$ cat config.mk
export PLATFORM = sky130hd
export DESIGN_NAME = encoder_period_pid_speed
export DESIGN_NICKNAME = d
export VERILOG_FILES = /design/src/design/epps_pkg.sv /design/src/design/encoder_period_pid_speed.sv /design/src/design/epps_div.sv /design/src/design/epps_dp.sv /design/src/design/epps_ctrl.sv
export SDC_FILE = /design/constraint.sdc
export NUM_CORES = 2
export LEC_CHECK = 0
export ABC_CLOCK_PERIOD_IN_PS = 10100
export BUFFER_PORTS_ARGS = -buffer_cell sky130_fd_sc_hd__buf_2
export CAP_MARGIN = 15
export CORE_MARGIN = 3
export CORE_UTILIZATION = 61
export CTS_BUF_LIST = sky130_fd_sc_hd__clkbuf_2 sky130_fd_sc_hd__clkbuf_4 sky130_fd_sc_hd__clkbuf_8
export DETAILED_ROUTE_END_ITERATION = 8
export PLACE_DENSITY_LB_ADDON = 0.1
export SLEW_MARGIN = 20
export SYNTH_ARGS = -nofsm -noshare
export SYNTH_HDL_FRONTEND = slang
export SYNTH_SLANG_ARGS = --single-unit
$ cat constraint.sdc
create_clock -name i_clk -period 10.1 [get_ports i_clk]
set_input_delay 1.01 -clock i_clk [delete_from_list [all_inputs] [get_ports i_clk]]
set_output_delay 1.01 -clock i_clk [all_outputs]
set_load 0.03 [all_outputs]
$ cat src/design/epps_pkg.sv
// shared types and constants of the encoder period pid speed controller
// no dependencies
`default_nettype none

package epps_pkg;

    // default depth of the elapsed-time history
    localparam int HISTORY_DEPTH_DEF = 3;

    // register indexes on the configuration port
    localparam logic [2:0] REG_GAIN_P   = 3'd0;
    localparam logic [2:0] REG_GAIN_I   = 3'd1;
    localparam logic [2:0] REG_GAIN_D   = 3'd2;
    localparam logic [2:0] REG_TARGET   = 3'd3;
    localparam logic [2:0] REG_INTERVAL = 3'd4;
    localparam logic [2:0] REG_UP_LEVEL = 3'd5;

    // integral clamp, two seconds in microseconds
    localparam logic signed [34:0] TOTAL_MAX = 35'sd2000000;
    localparam logic signed [34:0] TOTAL_MIN = -35'sd2000000;

    // drive saturation and accumulator width
    localparam int ACC_W = 40;
    localparam logic signed [ACC_W-1:0] DRIVE_MAX = 40'sd255;
    localparam logic signed [ACC_W-1:0] DRIVE_MIN = -40'sd255;

    // configuration register set
    typedef struct packed {
        logic [15:0] gain_p;
        logic [15:0] gain_i;
        logic [15:0] gain_d;
        logic [31:0] target;
        logic [31:0] interval;
        logic        up_level;
    } t_cfg;

    // commands from controller to datapath
    typedef struct packed {
        logic edge_cnt;
        logic latch;
        logic take;
        logic add;
        logic div_per;
        logic err;
        logic mul_p;
        logic mul_i;
        logic mul_d;
        logic acc_d;
        logic load_out;
    } t_cmd;

    // status from datapath to controller
    typedef struct packed {
        logic early;
        logic sum_last;
        logic div_busy;
        logic div_done;
        logic out_free;
    } t_stat;

endpackage

`default_nettype wire

$ cat src/design/encoder_period_pid_speed.sv
// encoder period measurement with pid drive: an edge transaction updates the count;
// an early tick is latched and dropped; a due tick is latched, summed over history,
// then one serial divide of the history sum by depth times count in the divider,
// error, pid products and accumulate, and a load into a free output register
// one transaction at a time; the output register holds a result while new ones enter
// synchronous active-low reset clears count, stamp, history, pid state and registers
// depends on epps_pkg, epps_ctrl, epps_dp, epps_div
`default_nettype none

module encoder_period_pid_speed #(
    parameter int HISTORY_DEPTH = epps_pkg::HISTORY_DEPTH_DEF
) (
    input  wire logic               i_clk,
    input  wire logic               i_rst_n,
    input  wire logic               psel,
    input  wire logic               penable,
    input  wire logic               pwrite,
    input  wire logic [4:0]         paddr,
    input  wire logic [31:0]        pwdata,
    output logic [31:0]             prdata,
    output logic                    pready,
    input  wire logic               i_valid,
    output logic                    o_stall,
    input  wire logic               i_kind,
    input  wire logic               i_b_level,
    input  wire logic [31:0]        i_now_time,
    output logic                    o_valid,
    input  wire logic               i_stall,
    output logic signed [8:0]       o_drive,
    output logic signed [31:0]      o_period
);

    epps_pkg::t_cfg  r_cfg;
    epps_pkg::t_cmd  cmd;
    epps_pkg::t_stat stat;
    logic [2:0]      reg_idx;

    assign pready  = 1'b1;
    assign reg_idx = paddr[4:2];

    // configuration register writes
    always_ff @(posedge i_clk) begin
        if (!i_rst_n) begin
            r_cfg.gain_p   <= '0;
            r_cfg.gain_i   <= '0;
            r_cfg.gain_d   <= '0;
            r_cfg.target   <= '0;
            r_cfg.interval <= '0;
            r_cfg.up_level <= 1'b1;
        end else if (psel && penable && pwrite) begin
            unique case (reg_idx)
                epps_pkg::REG_GAIN_P:   r_cfg.gain_p   <= pwdata[15:0];
                epps_pkg::REG_GAIN_I:   r_cfg.gain_i   <= pwdata[15:0];
                epps_pkg::REG_GAIN_D:   r_cfg.gain_d   <= pwdata[15:0];
                epps_pkg::REG_TARGET:   r_cfg.target   <= pwdata;
                epps_pkg::REG_INTERVAL: r_cfg.interval <= pwdata;
                epps_pkg::REG_UP_LEVEL: r_cfg.up_level <= pwdata[0];
                default: ;
            endcase
        end
    end

    // register readback
    always_comb begin
        unique case (reg_idx)
            epps_pkg::REG_GAIN_P:   prdata = {16'd0, r_cfg.gain_p};
            epps_pkg::REG_GAIN_I:   prdata = {16'd0, r_cfg.gain_i};
            epps_pkg::REG_GAIN_D:   prdata = {16'd0, r_cfg.gain_d};
            epps_pkg::REG_TARGET:   prdata = r_cfg.target;
            epps_pkg::REG_INTERVAL: prdata = r_cfg.interval;
            epps_pkg::REG_UP_LEVEL: prdata = {31'd0, r_cfg.up_level};
            default:                prdata = '0;
        endcase
    end

    epps_ctrl u_ctrl (
        .i_clk   (i_clk),
        .i_rst_n (i_rst_n),
        .i_valid (i_valid),
        .i_kind  (i_kind),
        .o_stall (o_stall),
        .i_stat  (stat),
        .o_cmd   (cmd)
    );

    epps_dp #(.HISTORY_DEPTH(HISTORY_DEPTH)) u_dp (
        .i_clk      (i_clk),
        .i_rst_n    (i_rst_n),
        .i_cfg      (r_cfg),
        .i_cmd      (cmd),
        .o_stat     (stat),
        .i_b_level  (i_b_level),
        .i_now_time (i_now_time),
        .o_valid    (o_valid),
        .i_stall    (i_stall),
        .o_drive    (o_drive),
        .o_period   (o_period)
    );

endmodule

`default_nettype wire

$ cat src/design/epps_div.sv
// iterative restoring divider, one quotient bit per cycle
// no dependencies
`default_nettype none

module epps_div #(
    parameter int DW = 34
) (
    input  wire logic          i_clk,
    input  wire logic          i_rst_n,
    input  wire logic          i_start,
    input  wire logic [DW-1:0] i_dividend,
    input  wire logic [DW-1:0] i_divisor,
    output logic               o_busy,
    output logic               o_done,
    output logic [DW-1:0]      o_quotient
);

    localparam int CW = $clog2(DW + 1);

    logic [DW-1:0] r_quo;
    logic [DW-1:0] r_rem;
    logic [DW-1:0] r_dvs;
    logic [CW-1:0] r_cnt;
    logic          r_busy;
    logic          r_done;
    logic [DW:0]   trial;
    logic          fits;

    // shift in next dividend bit and test subtract
    assign trial = {r_rem, r_quo[DW-1]};
    assign fits  = trial >= {1'b0, r_dvs};

    // control state
    always_ff @(posedge i_clk) begin
        if (!i_rst_n) begin
            r_busy <= 1'b0;
            r_done <= 1'b0;
            r_cnt  <= '0;
        end else begin
            r_done <= 1'b0;
            if (i_start) begin
                r_busy <= 1'b1;
                r_cnt  <= CW'(DW);
            end else if (r_busy) begin
                r_cnt <= r_cnt - 1'b1;
                if (r_cnt == CW'(1)) begin
                    r_busy <= 1'b0;
                    r_done <= 1'b1;
                end
            end
        end
    end

    // payload
    always_ff @(posedge i_clk) begin
        if (i_start) begin
            r_quo <= i_dividend;
            r_rem <= '0;
            r_dvs <= i_divisor;
        end else if (r_busy) begin
            r_quo <= {r_quo[DW-2:0], fits};
            r_rem <= fits ? DW'(trial - {1'b0, r_dvs}) : trial[DW-1:0];
        end
    end

    assign o_busy     = r_busy;
    assign o_done     = r_done;
    assign o_quotient = r_quo;

endmodule

`default_nettype wire

$ cat src/design/epps_dp.sv
// datapath: position count, time history, divider, pid multiply and output register
// depends on epps_pkg and epps_div
`default_nettype none

module epps_dp #(
    parameter int HISTORY_DEPTH = epps_pkg::HISTORY_DEPTH_DEF
) (
    input  wire logic               i_clk,
    input  wire logic               i_rst_n,
    input  wire epps_pkg::t_cfg     i_cfg,
    input  wire epps_pkg::t_cmd     i_cmd,
    output epps_pkg::t_stat         o_stat,
    input  wire logic               i_b_level,
    input  wire logic [31:0]        i_now_time,
    output logic                    o_valid,
    input  wire logic               i_stall,
    output logic signed [8:0]       o_drive,
    output logic signed [31:0]      o_period
);

    localparam int IDX_W = (HISTORY_DEPTH > 1) ? $clog2(HISTORY_DEPTH) : 1;
    localparam int SUM_W = 32 + $clog2(HISTORY_DEPTH);
    localparam int ACC_W = epps_pkg::ACC_W;

    logic [31:0]              r_count;
    logic [31:0]              r_last_stamp;
    logic [31:0]              r_now;
    logic [31:0]              r_elapsed;
    logic [31:0]              r_hist [HISTORY_DEPTH];
    logic [IDX_W-1:0]         r_slot;
    logic [IDX_W-1:0]         r_idx;
    logic [SUM_W-1:0]         r_sum;
    logic [31:0]              r_pos;
    logic signed [31:0]       r_per;
    logic signed [33:0]       r_err;
    logic signed [33:0]       r_last_err;
    logic signed [33:0]       r_total;
    logic signed [50:0]       r_prod;
    logic signed [ACC_W-1:0]  r_acc;
    logic                     r_out_valid;
    logic signed [8:0]        r_out_drive;
    logic signed [31:0]       r_out_period;

    logic                     div_start;
    logic [SUM_W-1:0]         div_dividend;
    logic [SUM_W-1:0]         div_divisor;
    logic                     div_busy;
    logic                     div_done;
    logic [SUM_W-1:0]         div_quo;
    logic [31:0]              pos_abs;
    logic [31:0]              pos_sel;
    logic [31:0]              q32;
    logic signed [31:0]       n_per;
    logic signed [33:0]       n_err;
    logic signed [34:0]       total_sum;
    logic signed [33:0]       n_total;
    logic signed [15:0]       mul_a;
    logic signed [34:0]       mul_b;
    logic signed [ACC_W-1:0]  prod_shift;
    logic signed [8:0]        n_drive;
    logic                     out_free;

    // average and per-count division folded into one divide by depth times count
    assign pos_abs      = r_pos[31] ? 32'(~r_pos + 32'd1) : r_pos;
    assign pos_sel      = (r_pos == '0) ? 32'd1 : pos_abs;
    assign div_start    = i_cmd.div_per;
    assign div_dividend = r_sum;
    assign div_divisor  = SUM_W'(pos_sel) * SUM_W'(HISTORY_DEPTH);

    epps_div #(.DW(SUM_W)) u_div (
        .i_clk      (i_clk),
        .i_rst_n    (i_rst_n),
        .i_start    (div_start),
        .i_dividend (div_dividend),
        .i_divisor  (div_divisor),
        .o_busy     (div_busy),
        .o_done     (div_done),
        .o_quotient (div_quo)
    );

    // signed period with saturation, error and clamped integral
    assign q32 = div_quo[31:0];
    always_comb begin
        if (r_pos[31]) begin
            n_per = (q32 > 32'h8000_0000) ? 32'sh8000_0000 : $signed(32'(~q32 + 32'd1));
        end else begin
            n_per = q32[31] ? 32'sh7FFF_FFFF : $signed(q32);
        end
        n_err     = 34'(n_per) - $signed({2'b00, i_cfg.target});
        total_sum = 35'(r_total) + 35'(n_err);
        if (total_sum > epps_pkg::TOTAL_MAX) begin
            n_total = 34'(epps_pkg::TOTAL_MAX);
        end else if (total_sum < epps_pkg::TOTAL_MIN) begin
            n_total = 34'(epps_pkg::TOTAL_MIN);
        end else begin
            n_total = total_sum[33:0];
        end
    end

    // shared multiplier operands
    always_comb begin
        if (i_cmd.mul_i) begin
            mul_a = $signed(i_cfg.gain_i);
            mul_b = 35'(r_total);
        end else if (i_cmd.mul_d) begin
            mul_a = $signed(i_cfg.gain_d);
            mul_b = 35'(r_err) - 35'(r_last_err);
        end else begin
            mul_a = $signed(i_cfg.gain_p);
            mul_b = 35'(r_err);
        end
    end

    // floor shift of the last product
    assign prod_shift = ACC_W'(r_prod >>> 16);

    // drive saturation
    always_comb begin
        if (r_acc > epps_pkg::DRIVE_MAX) begin
            n_drive = 9'sd255;
        end else if (r_acc < epps_pkg::DRIVE_MIN) begin
            n_drive = -9'sd255;
        end else begin
            n_drive = r_acc[8:0];
        end
    end

    assign out_free = !r_out_valid || !i_stall;

    // control state
    always_ff @(posedge i_clk) begin
        if (!i_rst_n) begin
            r_count      <= '0;
            r_last_stamp <= '0;
            r_slot       <= '0;
            r_idx        <= '0;
            r_last_err   <= '0;
            r_total      <= '0;
            r_out_valid  <= 1'b0;
            for (int i = 0; i < HISTORY_DEPTH; i++) begin
                r_hist[i] <= '0;
            end
        end else begin
            if (i_cmd.edge_cnt) begin
                r_count <= (i_b_level == i_cfg.up_level) ? r_count + 32'd1 : r_count - 32'd1;
            end
            if (i_cmd.take) begin
                r_count       <= '0;
                r_hist[r_slot] <= r_elapsed;
                r_slot        <= (r_slot == IDX_W'(HISTORY_DEPTH - 1)) ? '0 : r_slot + 1'b1;
                r_idx         <= '0;
                if (r_count != '0) begin
                    r_last_stamp <= r_now;
                end
            end
            if (i_cmd.add) begin
                r_idx <= r_idx + 1'b1;
            end
            if (i_cmd.err) begin
                r_total <= n_total;
            end
            if (i_cmd.acc_d) begin
                r_last_err <= r_err;
            end
            if (i_cmd.load_out) begin
                r_out_valid <= 1'b1;
            end else if (!i_stall) begin
                r_out_valid <= 1'b0;
            end
        end
    end

    // payload
    always_ff @(posedge i_clk) begin
        if (i_cmd.latch) begin
            r_now     <= i_now_time;
            r_elapsed <= i_now_time - r_last_stamp;
        end
        if (i_cmd.take) begin
            r_pos <= r_count;
            r_sum <= '0;
        end
        if (i_cmd.add) begin
            r_sum <= r_sum + SUM_W'(r_hist[r_idx]);
        end
        if (i_cmd.err) begin
            r_per <= n_per;
            r_err <= n_err;
        end
        if (i_cmd.mul_p || i_cmd.mul_i || i_cmd.mul_d) begin
            r_prod <= 51'(mul_a) * 51'(mul_b);
        end
        if (i_cmd.mul_i) begin
            r_acc <= prod_shift;
        end else if (i_cmd.mul_d || i_cmd.acc_d) begin
            r_acc <= r_acc + prod_shift;
        end
        if (i_cmd.load_out) begin
            r_out_drive  <= n_drive;
            r_out_period <= r_per;
        end
    end

    assign o_stat.early    = r_elapsed < i_cfg.interval;
    assign o_stat.sum_last = r_idx == IDX_W'(HISTORY_DEPTH - 1);
    assign o_stat.div_busy = div_busy;
    assign o_stat.div_done = div_done;
    assign o_stat.out_free = out_free;

    assign o_valid  = r_out_valid;
    assign o_drive  = r_out_drive;
    assign o_period = r_out_period;

endmodule

`default_nettype wire

$ cat src/design/epps_ctrl.sv
// controller state machine sequencing one control update
// depends on epps_pkg
`default_nettype none

module epps_ctrl (
    input  wire logic            i_clk,
    input  wire logic            i_rst_n,
    input  wire logic            i_valid,
    input  wire logic            i_kind,
    output logic                 o_stall,
    input  wire epps_pkg::t_stat i_stat,
    output epps_pkg::t_cmd       o_cmd
);

    localparam logic [3:0] S_IDLE  = 4'd0;
    localparam logic [3:0] S_CHECK = 4'd1;
    localparam logic [3:0] S_SUM   = 4'd2;
    localparam logic [3:0] S_DIVB  = 4'd3;
    localparam logic [3:0] S_WAITB = 4'd4;
    localparam logic [3:0] S_ERR   = 4'd5;
    localparam logic [3:0] S_MP    = 4'd6;
    localparam logic [3:0] S_MI    = 4'd7;
    localparam logic [3:0] S_MD    = 4'd8;
    localparam logic [3:0] S_ACC   = 4'd9;
    localparam logic [3:0] S_OUT   = 4'd10;

    logic [3:0] r_state;
    logic [3:0] n_state;
    logic       accept;

    assign o_stall = r_state != S_IDLE;
    assign accept  = i_valid && (r_state == S_IDLE);

    // next state and commands
    always_comb begin
        n_state = r_state;
        o_cmd   = '0;
        unique case (r_state)
            S_IDLE: begin
                if (accept) begin
                    o_cmd.edge_cnt = !i_kind;
                    o_cmd.latch    = i_kind;
                    if (i_kind) n_state = S_CHECK;
                end
            end
            S_CHECK: begin
                if (i_stat.early) begin
                    n_state = S_IDLE;
                end else begin
                    o_cmd.take = 1'b1;
                    n_state    = S_SUM;
                end
            end
            S_SUM: begin
                o_cmd.add = 1'b1;
                if (i_stat.sum_last) n_state = S_DIVB;
            end
            S_DIVB: begin
                o_cmd.div_per = 1'b1;
                n_state       = S_WAITB;
            end
            S_WAITB: begin
                if (i_stat.div_done) n_state = S_ERR;
            end
            S_ERR: begin
                o_cmd.err = 1'b1;
                n_state   = S_MP;
            end
            S_MP: begin
                o_cmd.mul_p = 1'b1;
                n_state     = S_MI;
            end
            S_MI: begin
                o_cmd.mul_i = 1'b1;
                n_state     = S_MD;
            end
            S_MD: begin
                o_cmd.mul_d = 1'b1;
                n_state     = S_ACC;
            end
            S_ACC: begin
                o_cmd.acc_d = 1'b1;
                n_state     = S_OUT;
            end
            S_OUT: begin
                if (i_stat.out_free) begin
                    o_cmd.load_out = 1'b1;
                    n_state        = S_IDLE;
                end
            end
            default: begin
                n_state = S_IDLE;
            end
        endcase
    end

    // state register
    always_ff @(posedge i_clk) begin
        if (!i_rst_n) begin
            r_state <= S_IDLE;
        end else begin
            r_state <= n_state;
        end
    end

`ifndef NO_ASSERTIONS
    // result only loads into a free output register
    a_load_free: assert property (@(posedge i_clk) disable iff (!i_rst_n)
        o_cmd.load_out |-> i_stat.out_free) else $error("output overwritten");

    // divider never restarted while running
    a_div_idle: assert property (@(posedge i_clk) disable iff (!i_rst_n)
        o_cmd.div_per |-> !i_stat.div_busy)
        else $error("divider restarted while busy");

    // a due tick goes on to the history sum
    a_take: assert property (@(posedge i_clk) disable iff (!i_rst_n)
        (r_state == S_CHECK && !i_stat.early) |=> (r_state == S_SUM))
        else $error("due tick not taken");

    // divider busy on entering the wait after its start
    a_wait: assert property (@(posedge i_clk) disable iff (!i_rst_n)
        (r_state == S_DIVB) |=> i_stat.div_busy) else $error("divider not started");
`endif

endmodule

`default_nettype wire

## After elaboration in Yosys (flattened, before gate mapping)

Memories as Yosys holds them, arrays and structs flattened. A register that Yosys moved wholly into a read port is not among the register bits.
Index checks and enable logic that the tools add are counted.

| storage, ports and cells | value |
|---|---|
| input bits | 78 |
| flip-flop bits (word level) | 692 |
| output and inout bits | 76 |
| memory bits (writable) | 96 |
| word-level logic and storage cells | 177 |
| memories kept | 1 |

Memories:

| name | words | width | read ports | clocked after Yosys merged registers in | write ports | line | RTL |
|---|---|---|---|---|---|---|---|
| u_dp.r_hist | 3 | 32 | 1 | 1 | 3 | epps_dp.sv:29 | `logic [31:0] r_hist [HISTORY_DEPTH];` |

| operators by class | value |
|---|---|
| eq/ne operators | 25 |
| multipliers | 2 |
| $add $sub $neg | 14 |
| $lt $le $gt $ge | 7 |
| multiplexer cells | 61 |
| reduce and logical (&&, ||, !) cells | 31 |
| bitwise operators | 4 |

Operators by type and width:

| kind | count |
|---|---|
| $mux 34 | 7 |
| $mux 32 | 6 |
| $pmux 32 s6 | 1 |
| $add 32x1->32 const B | 3 |
| $mux 40 | 2 |
| $mux 35 | 2 |
| $not 32->32 | 2 |
| $mul 16x35->51 | 1 |
| $pmux 4 s11 | 1 |
| $add 40x35->40 | 1 |
| $gt 40x9->1 const B | 1 |
| $lt 40x9->1 const B | 1 |
| $add 34x34->35 | 1 |
| $ge 35x34->1 | 1 |
| $gt 35x22->1 const B | 1 |
| $lt 35x22->1 const B | 1 |
| $sub 34x34->35 | 1 |
| $add 34x32->34 | 1 |
| $mul 32x2->34 const B | 1 |
| $sub 32x33->34 | 1 |
| $sub 34x34->34 | 1 |
| $gt 32x32->1 const B | 1 |
| $logic_not 32->1 | 1 |
| $lt 32x32->1 | 1 |
| 37 further kinds | 104 |

## Depth between registers and ports, before layout

| depth | value |
|---|---|
| word-level depth | 9 |
| depth in mapped cells | 45 |
| mapped depth without buffers | 42 |

## Modules after synthesis

Synthesis repeated with hierarchy kept, for this count alone.

| second synthesis, totals | value |
|---|---|
| cells, all modules | 7077 |
| area total of the unflattened synthesis | 67756.2 sq um |

By module, submodules not included:

| module | cells each | area an instance (sq um) | times used | sequential area each (sq um) |
|---|---|---|---|---|
| epps_dp | 5886 | 56001.2 | 1 | 15995.3 |
| epps_div | 620 | 6337.3 | 1 | 2882.8 |
| encoder_period_pid_speed | 523 | 5068.6 | 1 | 2262.2 |
| epps_ctrl | 48 | 349.1 | 1 | 80.1 |

## Worst setup path before layout

No wires, ideal clock.

| timing path | value |
|---|---|
| kind | register to register |
| start point | register u_dp.r_err[1] |
| end point | register u_dp.r_prod[50], data pin |
| slack | 1.085 ns |
| arrival time | 8.755 ns |
| period minus slack after synthesis | 9.015 ns |
| data required time | 9.840 ns |
| stages on the path, launching flop included | 39 |
| setup time | 0.260 ns |
| path through | edfxtp_1 -> ha_1 -> nor2b_1 -> o21ai_0 -> a21boi_0 -> o21ai_0 -> a21oi_1 -> a211o_1 -> a21o_1 -> a21o_1 -> xor2_1 -> nand2_1 -> a31oi_1 -> clkbuf_1 -> nand2_1 -> fa_1 -> inv_1 -> fa_1 -> (+3 left out) -> inv_1 -> fa_1 -> inv_1 -> fa_1 -> inv_1 -> ha_1 -> and3_1 -> a31oi_1 -> o211ai_1 -> a211oi_1 -> o31ai_2 -> o21ai_1 -> a21oi_4 -> a221oi_4 -> o41ai_2 -> a211oi_1 -> o21ai_1 -> xnor2_1 |

| on the way | value |
|---|---|
| cells in the longest elaborated chain, start to end | 4 |

Ends and longest elaborated chain:

| element | line | RTL |
|---|---|---|
| start: declaration | epps_dp.sv:35 | `logic signed [33:0] r_err;` |
| start signal: assignment | epps_dp.sv:188 | `r_err <= n_err;` |
| $sub 34x34->35 | epps_dp.sv:107 | `mul_b = 35'(r_err) - 35'(r_last_err);` |
| $mux 35 (*) | epps_dp.sv:105 | `end else if (i_cmd.mul_d) begin` |
| $mux 35 (*) | epps_dp.sv:102 | `if (i_cmd.mul_i) begin` |
| $mul 16x35->51 (*) | epps_dp.sv:191 | `r_prod <= 51'(mul_a) * 51'(mul_b);` |
| end signal: assignment | epps_dp.sv:191 |  |
| end: declaration | epps_dp.sv:38 | `logic signed [50:0] r_prod;` |

Every way passes the cells marked *; elsewhere a longest branch is shown, timed or not.
A chain may end at the register's enable or synchronous reset.

## Worst setup path in the final report

| timing path | value |
|---|---|
| start point | register u_dp.r_err[0] |
| end point | register u_dp.r_prod[50], data pin |

The elaborated chain is that of the path after synthesis.

==> summary.txt <==
Clock tree
  – Clock tree from TritonCTS: built
  – Clock tree buffer depth: 3
  – Clock latency on the worst-skew pair: 0.85 ns
  – CTS clock-pin slew for the worst setup and hold paths: 0.06 ns
  – Maximum level of the CTS H-tree: 4
  – Number of clock buffers inserted by TritonCTS: 141
  – Clock tree root driver cell: sky130_fd_sc_hd__clkbuf_8
  – Clock Sink Count: 806

GRT
  – Global-route wire length before repair: 287000 µm
  – Number of global-route vias before repair: 52900
  – Largest net degree at the start of global routing: 122
  – Met3 track utilization from global routing: 6.46%
  – Overall fraction of global-route tracks in use: 32.3%
  – Busiest layer in global routing: met2
  – Met1 layer usage reported by global route: 42.2%
  – Initial antenna violation count: 9
  – GR Layer Usage met2: 52.5%
  – Overflow after GRT: 0

Power and ir drop
  – Leak pwr: 0.0311 µW
  – Switching share of power: 30.9%
  – Register share of total power: 41.9%
  – Power dissipated by switching net loads: 2820 µW
  – Pwr Density: 126 nW/µm²
  – Overall power: 9120 µW
  – Power share of the clock group: 35.6%
  – Portion of total power attributed to combinational logic: 22.5%
  – Cell-internal power: 6300 µW
  – VDD IR max: 0.135 mV

Yosys
  – Synthesized area per cell: 9.28 µm²
  – Post-synthesis instance total: 7166
  – Post-synthesis register bit count: 806
  – Fraction of registers with async set/reset: 0%
  – Summed instance area of the synthesized netlist: 66500 µm²
  – Total of warnings raised by yosys: 0
  – Top flip-flop cell by instance count after synthesis: sky130_fd_sc_hd__edfxtp_1
  – Number of enable flip-flop cells after synthesis: 508
  – Count of cell types in the netlist: 100
  – Share of the yosys chip area belonging to registers: 31.9%
  – Net count after synthesis: 8233

Route
  – Routed len/inst: 20.3 µm
  – Post-detailed-routing wire length: 180000 µm
  – Number of nets with antenna violations after detailed routing: 0
  – Detailed-route vias per instance: 5.91
  – Drt pass-1 iters: 6
  – Iteration-0 DRC Markers: 4218
  – Post-route DRC violation count: 0
  – Via Count: 52400

Worst setup path
  – Setup crit end kind: register
  – Data required time of the worst path: 10.66 ns
  – Type of element launching the critical path: register
  – Critical path type: register to register
  – Slowest cell delay on critical path: 0.57 ns
  – Arrival time at the worst endpoint: 10.23 ns
  – Cell with the largest stage delay on the worst path: sky130_fd_sc_hd__fa_1
  – Crit-path most repeated cell: sky130_fd_sc_hd__fa_1
  – Maximum fanout along the worst path: 4
  – Reg-to-reg slack, setup: 0.43 ns

Timing
  – Setup WS post-layout: 0.426 ns
  – Actual slew at the worst max-slew pin: 1.17 ns
  – Count of endpoints failing hold in the final timing report: 0
  – Share of the cycle needed by the critical path after routing: 95.8%
  – Fmax achieved: 103 MHz
  – Final-report max-slew violation count: 0
  – Setup_tns: 0 ns
  – Fin Clk Skew: 0.0692 ns
  – Worst max-slew margin expressed relative to the limit: 21.5%
  – Setup Viol. Count Final: 0
  – Minimum clock period: 9.67 ns

Floorplan
  – Number of rows created at floorplan: 120
  – Die Footprint: 113000 µm²
  – Die Y-Extent: 336 µm
  – Initial standard-cell utilization of the core: 61.8%
  – Die span in x: 336 µm
  – Total I/O pin count: 154
  – Area of the core region: 108000 µm²

Finish
  – Count of nets after finishing: 8403
  – Fin cells: 8860
  – Ratio of cells with drive above 1 in the final layout: 9.55%
  – Leading cell types in the layout, fill and taps excluded: sky130_fd_sc_hd__nand2_1 (1031), sky130_fd_sc_hd__inv_1 (907), sky130_fd_sc_hd__fa_1 (536)
  – Most frequent standard cell in the layout excluding fill and tap cells: sky130_fd_sc_hd__nand2_1
  – Fin util: 67.4%
  – Area growth from synthesis to layout: 9.08%

Min path
  – Path category of the worst min-delay check: input port to register

Placement
  – Gp weighted congestion: 0.944
  – Input/output buffers: 150
  – Inst Count DP: 8593
  – Worst slack at placement: 0.172 ns
  – Half-perimeter wire length after detailed placement: 138000 µm

Run
  – Max-cap violation count: 0

Status
  – Outcome: finished clean
routing by layer:
metal	vias up	part of all wire [%]
met5	-	0.017
met4	4	4.4
met3	444	7.9
met2	2056	46
met1	25300	41
li1	24500	-
synth_stat cells (14+ instances only):
master,count,share of area [%]
sky130_fd_sc_hd__nand2_1,1032,5.8
sky130_fd_sc_hd__inv_1,908,5.1
sky130_fd_sc_hd__fa_1,536,16
sky130_fd_sc_hd__nor2_1,522,2.9
sky130_fd_sc_hd__edfxtp_1,508,23
sky130_fd_sc_hd__ha_1,453,8.5
sky130_fd_sc_hd__a21oi_1,432,3.3
sky130_fd_sc_hd__dfxtp_1,298,9.0
sky130_fd_sc_hd__clkbuf_1,258,1.5
sky130_fd_sc_hd__o21ai_0,258,1.9
sky130_fd_sc_hd__xnor2_1,217,2.9
sky130_fd_sc_hd__a21o_1,196,2.2
sky130_fd_sc_hd__and2_1,176,1.7
sky130_fd_sc_hd__a21boi_0,169,1.9
sky130_fd_sc_hd__xor2_1,111,1.5
sky130_fd_sc_hd__nor2b_1,97,0.91
sky130_fd_sc_hd__mux2i_1,76,1.1
sky130_fd_sc_hd__nor3_1,72,0.54
sky130_fd_sc_hd__nand3_1,70,0.53
sky130_fd_sc_hd__a31oi_1,54,0.51
sky130_fd_sc_hd__nand2b_1,54,0.51
sky130_fd_sc_hd__o21bai_1,53,0.60
sky130_fd_sc_hd__nand4_1,45,0.42
sky130_fd_sc_hd__mux4_2,43,1.5
sky130_fd_sc_hd__and3_1,35,0.33
sky130_fd_sc_hd__a22o_1,34,0.45
sky130_fd_sc_hd__nor4_1,34,0.32
sky130_fd_sc_hd__o21a_1,31,0.35
sky130_fd_sc_hd__o22ai_1,31,0.29
sky130_fd_sc_hd__o31ai_1,28,0.32
sky130_fd_sc_hd__a211oi_1,25,0.28
sky130_fd_sc_hd__o211ai_1,22,0.25
sky130_fd_sc_hd__or3_1,22,0.21
sky130_fd_sc_hd__o41ai_1,20,0.26
sky130_fd_sc_hd__buf_1,18,0.10
sky130_fd_sc_hd__or2_2,16,0.15
sky130_fd_sc_hd__or4_1,15,0.17
sky130_fd_sc_hd__a31o_2,14,0.18
layout make-up:
class	count	area, µm²
Multi-Input combinational cell	5173	41100
Fill cell	8635	35100
Sequential cell	806	21200
Inverter	909	3410
Clock buffer	208	2570
Timing Repair Buffer	305	1950
Tap cell	1403	1760
Clock inverter	51	507
Antenna cell	5	12.5
through the flow:
step	hold slack, ns	cell area (µm²)
2_1_floorplan	0.400	66500
3_3_place_gp	0.402	69300
3_5_place_dp	0.405	69300
4_1_cts	0.280	72400
5_1_grt	0.309	72500
6_report	0.361	72500
power by group through the flow:
stage / combinational, µW / clock (µW) / sequential, µW
floorplan: 1570 / 0 / 3840
global placement: 1970 / 0 / 3880
detailed placement: 2020 / 0 / 3880
CTS: 2030 / 3320 / 3820
global route: 2290 / 3460 / 3840
finish: 2050 / 3250 / 3820
sequential cells by signal, indices dropped and copies added (netlist names), 35 cells and up, named ones only:
name	cells
r_cfg	113
u_dp.r_acc	40
u_dp.r_hist	128
u_dp.r_prod	35
worst max-delay path, delay by kind of cell (launching register included):
family          cells  cell delay (ns)
flops               1             0.42
simple gates        3             0.39
xor+xnor            1             0.12
buf+inv             9             1.07
compound gates     18             3.54
fa+ha+maj           9             3.85
logic make-up (layout without fill, tap and decap cells):
logic type,Yosys count,after routing,share of synthesized area (%)
AOI/OAI and AO/OA,1496,1496,14.6
xor gates and xnor gates,328,328,4.32
buffers and inverters,1187,1473,6.71
muxes,120,120,2.62
adders and majority gates,989,989,24.7
other,1,6,0.00564
DFF,806,806,31.9
and+or+nand+nor,2239,2239,15.2
timing repair:
| action | in CTS | in global routing |
|---|---|---|
| buffers inserted | 0 | 2 |
| resized for setup | 0 | 33 |
| endpoints found under the setup margin | 0 | 36 |
| hold buffers | 0 | 0 |
final timing paths:
| kind | from | end | cells past startpoint |
|---|---|---|---|
| worst max-delay path | u_dp.r_err[0]$_DFFE_PP_ | u_dp.r_prod[50]$_DFFE_PP_ | 40 |
| worst min-delay path | i_now_time[24] | u_dp.r_now[24]$_DFFE_PP_ | 1 |
| worst max register to register | u_dp.r_err[0]$_DFFE_PP_ | u_dp.r_prod[50]$_DFFE_PP_ | 40 |
| worst min register to register | u_dp.r_per[3]$_DFFE_PP_ | u_dp.o_period[3]$_DFFE_PP_ | 0 |
No activity file was read; power rests on OpenSTA's default activity.
